$ cat src/rtl/ssrc_pkg.sv
// shared constants and types of the shadow stack return checker
package ssrc_pkg;

  localparam int STACK_DEPTH = 64;
  localparam int DEPTH_W     = $clog2(STACK_DEPTH + 1);
  localparam int IDX_W       = (STACK_DEPTH > 1) ? $clog2(STACK_DEPTH) : 1;
  localparam int ADDR_W      = 64;
  localparam int COUNT_W     = 64;
  localparam int STATUS_W    = 3;

  localparam logic ACT_CALL   = 1'b0;
  localparam logic ACT_RETURN = 1'b1;

  typedef enum logic [STATUS_W-1:0] {
    ST_PUSHED   = 3'd0,
    ST_MATCHED  = 3'd1,
    ST_UNDER    = 3'd2,
    ST_MISMATCH = 3'd3,
    ST_OVER     = 3'd4,
    ST_HALTED   = 3'd5
  } status_t;

  typedef struct packed {
    logic              push;
    logic              pop;
    logic [ADDR_W-1:0] data;
  } stack_cmd_t;

  typedef struct packed {
    logic [DEPTH_W-1:0] depth;
    logic [ADDR_W-1:0]  top;
  } stack_stat_t;

endpackage

$ cat src/rtl/ssrc_stack.sv
// shadow stack storage: entry memory, registered top of stack and depth counter
module ssrc_stack (
  input  logic                   clk,
  input  logic                   rst_n,
  input  ssrc_pkg::stack_cmd_t   cmd,
  output ssrc_pkg::stack_stat_t  stat
);

  logic [ssrc_pkg::ADDR_W-1:0]  mem [ssrc_pkg::STACK_DEPTH];
  logic [ssrc_pkg::ADDR_W-1:0]  top_r;
  logic [ssrc_pkg::DEPTH_W-1:0] depth_r;
  logic [ssrc_pkg::DEPTH_W-1:0] depth_nxt;
  logic [ssrc_pkg::DEPTH_W-1:0] below;
  logic [ssrc_pkg::IDX_W-1:0]   wr_idx;
  logic [ssrc_pkg::IDX_W-1:0]   rd_idx;

  // entry under the top becomes the new top on a pop
  assign below  = depth_r - ssrc_pkg::DEPTH_W'(2);
  assign wr_idx = depth_r[ssrc_pkg::IDX_W-1:0];
  assign rd_idx = below[ssrc_pkg::IDX_W-1:0];

  always_comb begin
    depth_nxt = depth_r;
    if (cmd.push) begin
      depth_nxt = depth_r + ssrc_pkg::DEPTH_W'(1);
    end else if (cmd.pop) begin
      depth_nxt = depth_r - ssrc_pkg::DEPTH_W'(1);
    end
  end

  always_ff @(posedge clk) begin
    if (!rst_n) begin
      depth_r <= '0;
    end else begin
      depth_r <= depth_nxt;
    end
  end

  always_ff @(posedge clk) begin
    if (cmd.push) begin
      mem[wr_idx] <= cmd.data;
      top_r       <= cmd.data;
    end else if (cmd.pop) begin
      top_r <= mem[rd_idx];
    end
  end

  assign stat.depth = depth_r;
  assign stat.top   = top_r;

endmodule

$ cat config.mk
export PLATFORM = sky130hd
export DESIGN_NAME = ssrc_stack
export DESIGN_NICKNAME = d
export VERILOG_FILES = /design/src/rtl/ssrc_pkg.sv /design/src/rtl/ssrc_stack.sv
export SDC_FILE = /design/constraint.sdc
export NUM_CORES = 2
export LEC_CHECK = 0
export BUFFER_PORTS_ARGS = -buffer_cell sky130_fd_sc_hd__clkbuf_2
export CAP_MARGIN = 40
export CORE_MARGIN = 1.5
export CORE_UTILIZATION = 35
export CTS_CLUSTER_SIZE = 20
export DETAILED_ROUTE_END_ITERATION = 12
export PLACE_DENSITY_LB_ADDON = 0.08
export SLEW_MARGIN = 20
export SYNTH_ARGS = -nofsm -noshare
export SYNTH_HDL_FRONTEND = slang
export SYNTH_SLANG_ARGS = --single-unit
$ cat constraint.sdc
create_clock -name clk -period 14.8 [get_ports clk]
set_input_delay 2.22 -clock clk [delete_from_list [all_inputs] [get_ports clk]]
set_output_delay 2.22 -clock clk [all_outputs]
set_load 0.01 [all_outputs]
-- Word-level counts from Yosys, hierarchy flattened
Memories as Yosys holds them, arrays and structs flattened.
Cells that the tools add are included.
- memory bits (writable): 4096
- bits in registers: 71
- memories: 1
- output and inout port bits: 71
- memories (memory ; depth ; width ; read ports ; clocked after memory_dff ; wr ports ; line ; source):
    mem ; 64 ; 64 ; 1 ; 0 ; 1 ; ssrc_stack.sv:9 ; logic [ssrc_pkg::ADDR_W-1:0] mem [ssrc_pkg::STACK_DEPTH];
- mux-type cells: 6
- reduce and logical (&&, ||, !) cells: 1
- add/subtract/negate cells: 3
- operator list (operator ; number):
    $mux 64 ; 2
    $mux 7 ; 2
    $add 7x1->7 const B ; 1
    $sub 7x1->7 const B ; 1
    $sub 6x2->6 const B ; 1
    $mux 1 ; 2
    $reduce_bool 2->1 ; 1

-- Depth between registers and ports, before layout
An unclocked memory read counts as a cell.
- depth in word-level cells: 4
- mapped depth: 14
- gate-level depth less buffers: 7

-- Worst setup path after synthesis
No wires, ideal clock.
- path type: input-to-reg
- start: input port cmd[65] (netlist bit)
- end: memory mem[48][0] (netlist bit) (enable)
- data arrival time: 5.681 ns
- setup time: 0.487 ns
- buffers on the path: 1
- stages on the path: 5
- slack: 8.633 ns
- cell sequence: inv_1 > clkbuf_1 > nor2_1 > nand2_1 > nor2_1
- longest elaborated chain between the ends: 2
- ends and longest elaborated chain (item ; line ; source):
    from (decl) ; ssrc_stack.sv:5 ; input ssrc_pkg::stack_cmd_t cmd,
    $mux 1 ; ssrc_stack.sv:40 ; if (cmd.push) begin
    $mux 1 (not written as such) ; ssrc_stack.sv:41 ; mem[wr_idx] <= cmd.data;
    to (decl) ; ssrc_stack.sv:9 ;
Every way passes these cells.

-- Worst setup path in the final report
- start: register depth_r[1] (netlist bit)
- end: register top_r[33] (netlist bit) (data pin)
- longest elaborated chain between the ends: 4
- ends and longest elaborated chain (item ; line ; source):
    from (decl) ; ssrc_stack.sv:11 ; logic [ssrc_pkg::DEPTH_W-1:0] depth_r;
    from (signal assigned) ; ssrc_stack.sv:35 ; depth_r <= depth_nxt;
    $sub 6x2->6 ; ssrc_stack.sv:18 ; assign below = depth_r - ssrc_pkg::DEPTH_W'(2);
    $mem_v2 64x64 ; -- ;
    $mux 64 ; ssrc_stack.sv:43 ; end else if (cmd.pop) begin
    $mux 64 ; ssrc_stack.sv:40 ;
    to (signal assigned) ; ssrc_stack.sv:42 ; top_r <= cmd.data;
    to (signal assigned) ; ssrc_stack.sv:44 ; top_r <= mem[rd_idx];
    to (decl) ; ssrc_stack.sv:10 ; logic [ssrc_pkg::ADDR_W-1:0] top_r;
Every way passes these cells. The select of a mux whose other input is x is not followed.
A chain may end at the register's enable or synchronous reset.

==> impl_metrics.ini <==
[placement]
gp_congestion = 0.743
dp_hpwl_mm = 293
portBuffers = 138
pre_cts_slack_ps = 8610

[job]
max_cap_violations = 0

[detailed_routing]
wire_per_inst_um = 37.2
wl_met2_mm = 252
maxUsedRoutingLayer = met5
ant_nets = 0
num_vias = 77600
drt-total-wl_mm = 517
routedLengthMet1_mm = 227
vias_per_cell = 5.58
dr.pass1.iters = 5
drc_errors = 0
drt-initial-drc-count = 8440
route.met3.wl_mm = 27.3

[synthesis]
syn_inst = 6952
ys.flop_type = edfxtp_1
synth.cell_area_um2 = 159000
synth_cell_type_count = 55
yosysTopAreaCellShare = 0.783
synth_area_leaders = edfxtp_1 (78%), mux4_2 (15%), nor2_1 (1.2%)
synth_edf_count = 4160
syn_nets = 7030
ys_ff_latch = 4167
synth-async-reset-ratio = 0
yosysSeqAreaShare = 0.784
avgSynthCellArea_um2 = 22.9
yosysWarnings = 0
yosys.area.top_type = edfxtp_1

[timing]
fin_worst_skew_ps = 67.9
worstMarginPinSlew_ps = 1050
setup_slack_ps = 8750
max_freq_mhz = 165
timing.setup.tns_ps = 0
finalCriticalPeriod_ps = 6050
finalSetupViolCount = 0
rsz0062_at_grt = no
slew_headroom = 0.302
post-route-period-util = 0.409
finalMaxSlewViolations = 0
final-hold-violation-count = 0

[cts]
cts-root-buf = clkbuf_16
cts_max_level = 5
post-cts-setup-buffers = 0
insertion_delay_ps = 1010
hold_buffers = 0
cts_buffers = 457
clkTransAtPathRegs_ps = 60
cts_tree = yes
cts_resized = 0
cts_buffer_depth = 4
clkSinkCount = 4167

[grt]
grt_max_degree = 125
grt.total_usage = 0.223
grt_antenna_before_repair = 40
grt_overflow = 0
grt_pass1_wl_mm = 706
grt_pass1_vias = 81300

[critical_path]
cp_slowest_stage_delay_ps = 710
endpoint = top_r[33]$_DFFE_PP_
worstPathRequired_ps = 15570
r2r_setup_slack_ps = 8750
path_max_fanout = 124
path_common_cell = buf_4
path_class = reg -> reg
crit_chain = inv_8 > ha_4 > buf_12 > buf_4 > buf_4 > mux4_2 > nand2_1 > a32oi_1 > o221ai_1 > a2111oi_2
reg2reg_depth = 10
start_kind = register
cp.arrival_ps = 6820
timing.rr.start = depth_r[1]$_SDFFE_PN0P_
cp_slowest_cell = buf_4
end_kind = register
cp-startpoint = depth_r[1]$_SDFFE_PN0P_
reg2reg_to = top_r[33]$_DFFE_PP_

[min_path]
hold_path_class = reg -> reg
hold_path_depth = 2

[floorplan]
start_util = 0.352
die_y_um = 678
core_area_um2 = 453000
num_rows = 247
dieArea_um2 = 460000
io-pin-count = 139
die_x_um = 678

[final_layout]
drive_gt1_frac = 0.303
nNetsFinal = 7630
syn_to_final_growth_pct = 15.9

[power_and_ir_drop]
leakagePower_nw = 57.3
pwr_density_cell_nw_per_um2 = 158
vdd_drop_max_v = 0.000107

[run_status]
status = finished clean
==> area by class of cell <==
class / count / area (um2)
clock buffers: 594 / 12000
inverters: 7 / 41.3
fillers: 39900 / 268000
diodes: 8 / 20.0
well taps: 5976 / 7480
clock inverters: 236 / 1980
flip-flops and latches: 4167 / 125000
repair buffers: 523 / 5300
multi-input cells: 2396 / 32900
==> sequential cells by signal, indices dropped and copies added, names as in the netlist <==
register / flops
top_r: 64
mem: 4096
depth_r: 7
==> worst min-delay path by stage <==
stage | startpoint | endpoint | slack (ps)
final | depth_r[6]$_SDFFE_PN0P_ | depth_r[6]$_SDFFE_PN0P_ | 500
after global routing | depth_r[6]$_SDFFE_PN0P_ | depth_r[6]$_SDFFE_PN0P_ | 540
after CTS | depth_r[6]$_SDFFE_PN0P_ | depth_r[6]$_SDFFE_PN0P_ | 490
after detailed placement | depth_r[6]$_SDFFE_PN0P_ | depth_r[6]$_SDFFE_PN0P_ | 490
after global placement | depth_r[6]$_SDFFE_PN0P_ | depth_r[6]$_SDFFE_PN0P_ | 490
after floorplan | depth_r[6]$_SDFFE_PN0P_ | depth_r[6]$_SDFFE_PN0P_ | 510
==> kinds of logic after synthesis <==
kind of cell               after synthesis  share of synthesized area
DFF                                   4167                      0.784
buffers and inverters                  389                     0.0134
muxes                                 1216                      0.162
adders and majority gates               10                   0.000832
and+or+nand+nor                        882                     0.0223
xor gates and xnor gates                 7                   0.000384
AOI/OAI and AO/OA                      281                     0.0168
==> power breakdown <==
| group | total [W] | internal [W] | switching, W |
|---|---|---|---|
| logic | 0.00485 | 0.00183 | 0.00302 |
| clock network | 0.0108 | 0.00617 | 0.00467 |
| registers | 0.0135 | 0.0133 | 0.000211 |
==> synth_stat cells, drive strengths merged, types with 4 or more instances <==
| master | n |
|---|---|
| a2111oi | 64 |
| nand3 | 8 |
| and2 | 4 |
| nor2 | 518 |
| mux4 | 1088 |
| dfxtp | 7 |
| mux2i | 64 |
| mux2 | 64 |
| nand2 | 270 |
| o221ai | 64 |
| inv | 7 |
| a21oi | 6 |
| nand3b | 4 |
| buf | 231 |
| a32oi | 64 |
| xnor2 | 5 |
| o22ai | 64 |
| edfxtp | 4160 |
| clkbuf | 151 |
| ha | 9 |
| or3b | 4 |
| and3 | 65 |
==> layer usage <==
metal | up-vias | global-route usage
met3 | 548 | 0.0285
met5 | - | 0
li1 | 30700 | -
met4 | 6 | 0.0462
met2 | 2382 | 0.368
met1 | 44000 | 0.317
==> per-stage QoR <==
step | hold WS (ps) | std cells | total power [W] | utilization | instance area [um2]
3_3_place_gp | 494 | 13000 | 0.0186 | 0.372 | 168000
4_1_cts | 495 | 13900 | 0.0296 | 0.407 | 185000
3_5_place_dp | 487 | 13100 | 0.0187 | 0.377 | 171000
6_report | 497 | 13900 | 0.0292 | 0.408 | 185000
2_1_floorplan | 511 | 6952 | 0.0164 | - | 159000
5_1_grt | 535 | 13900 | 0.0301 | 0.408 | 185000
==> critical path, delay by kind of cell, from the launching register on <==
| kind | cells | cell delay [ps] |
|---|---|---|
| AOI/OAI and AO/OA | 3 | 1420 |
| adders and majority gates | 1 | 680 |
| buffers and inverters | 4 | 2230 |
| DFF | 1 | 650 |
| muxes | 1 | 360 |
| and+or+nand+nor | 1 | 60 |
==> cell usage in the layout, fill, tap and decap left out, types with 4 or more instances in the layout <==
master	synthesis	layout
a2111oi_2	61	60
a21oi_1	4	4
a32oi_1	64	64
and3_1	65	64
buf_12	1	47
buf_16	0	54
buf_4	58	276
buf_8	1	5
bufinv_16	0	27
clkbuf_1	145	133
clkbuf_16	0	461
clkbuf_2	1	137
clkinv_1	0	118
clkinv_16	0	4
clkinv_2	0	67
clkinv_8	0	9
clkinvlp_4	0	4
dfxtp_1	7	5
diode_2	0	8
edfxtp_1	4160	4160
ha_1	9	8
inv_1	6	4
mux2_2	64	64
mux2i_1	64	64
mux4_2	1088	1088
nand2_1	269	269
nand3_1	8	7
nand3b_1	4	4
nor2_1	518	453
nor2_4	0	65
o221ai_1	64	64
o22ai_1	64	64
or3b_2	4	4
xnor2_1	5	5
(Power assumes the default switching activity.)
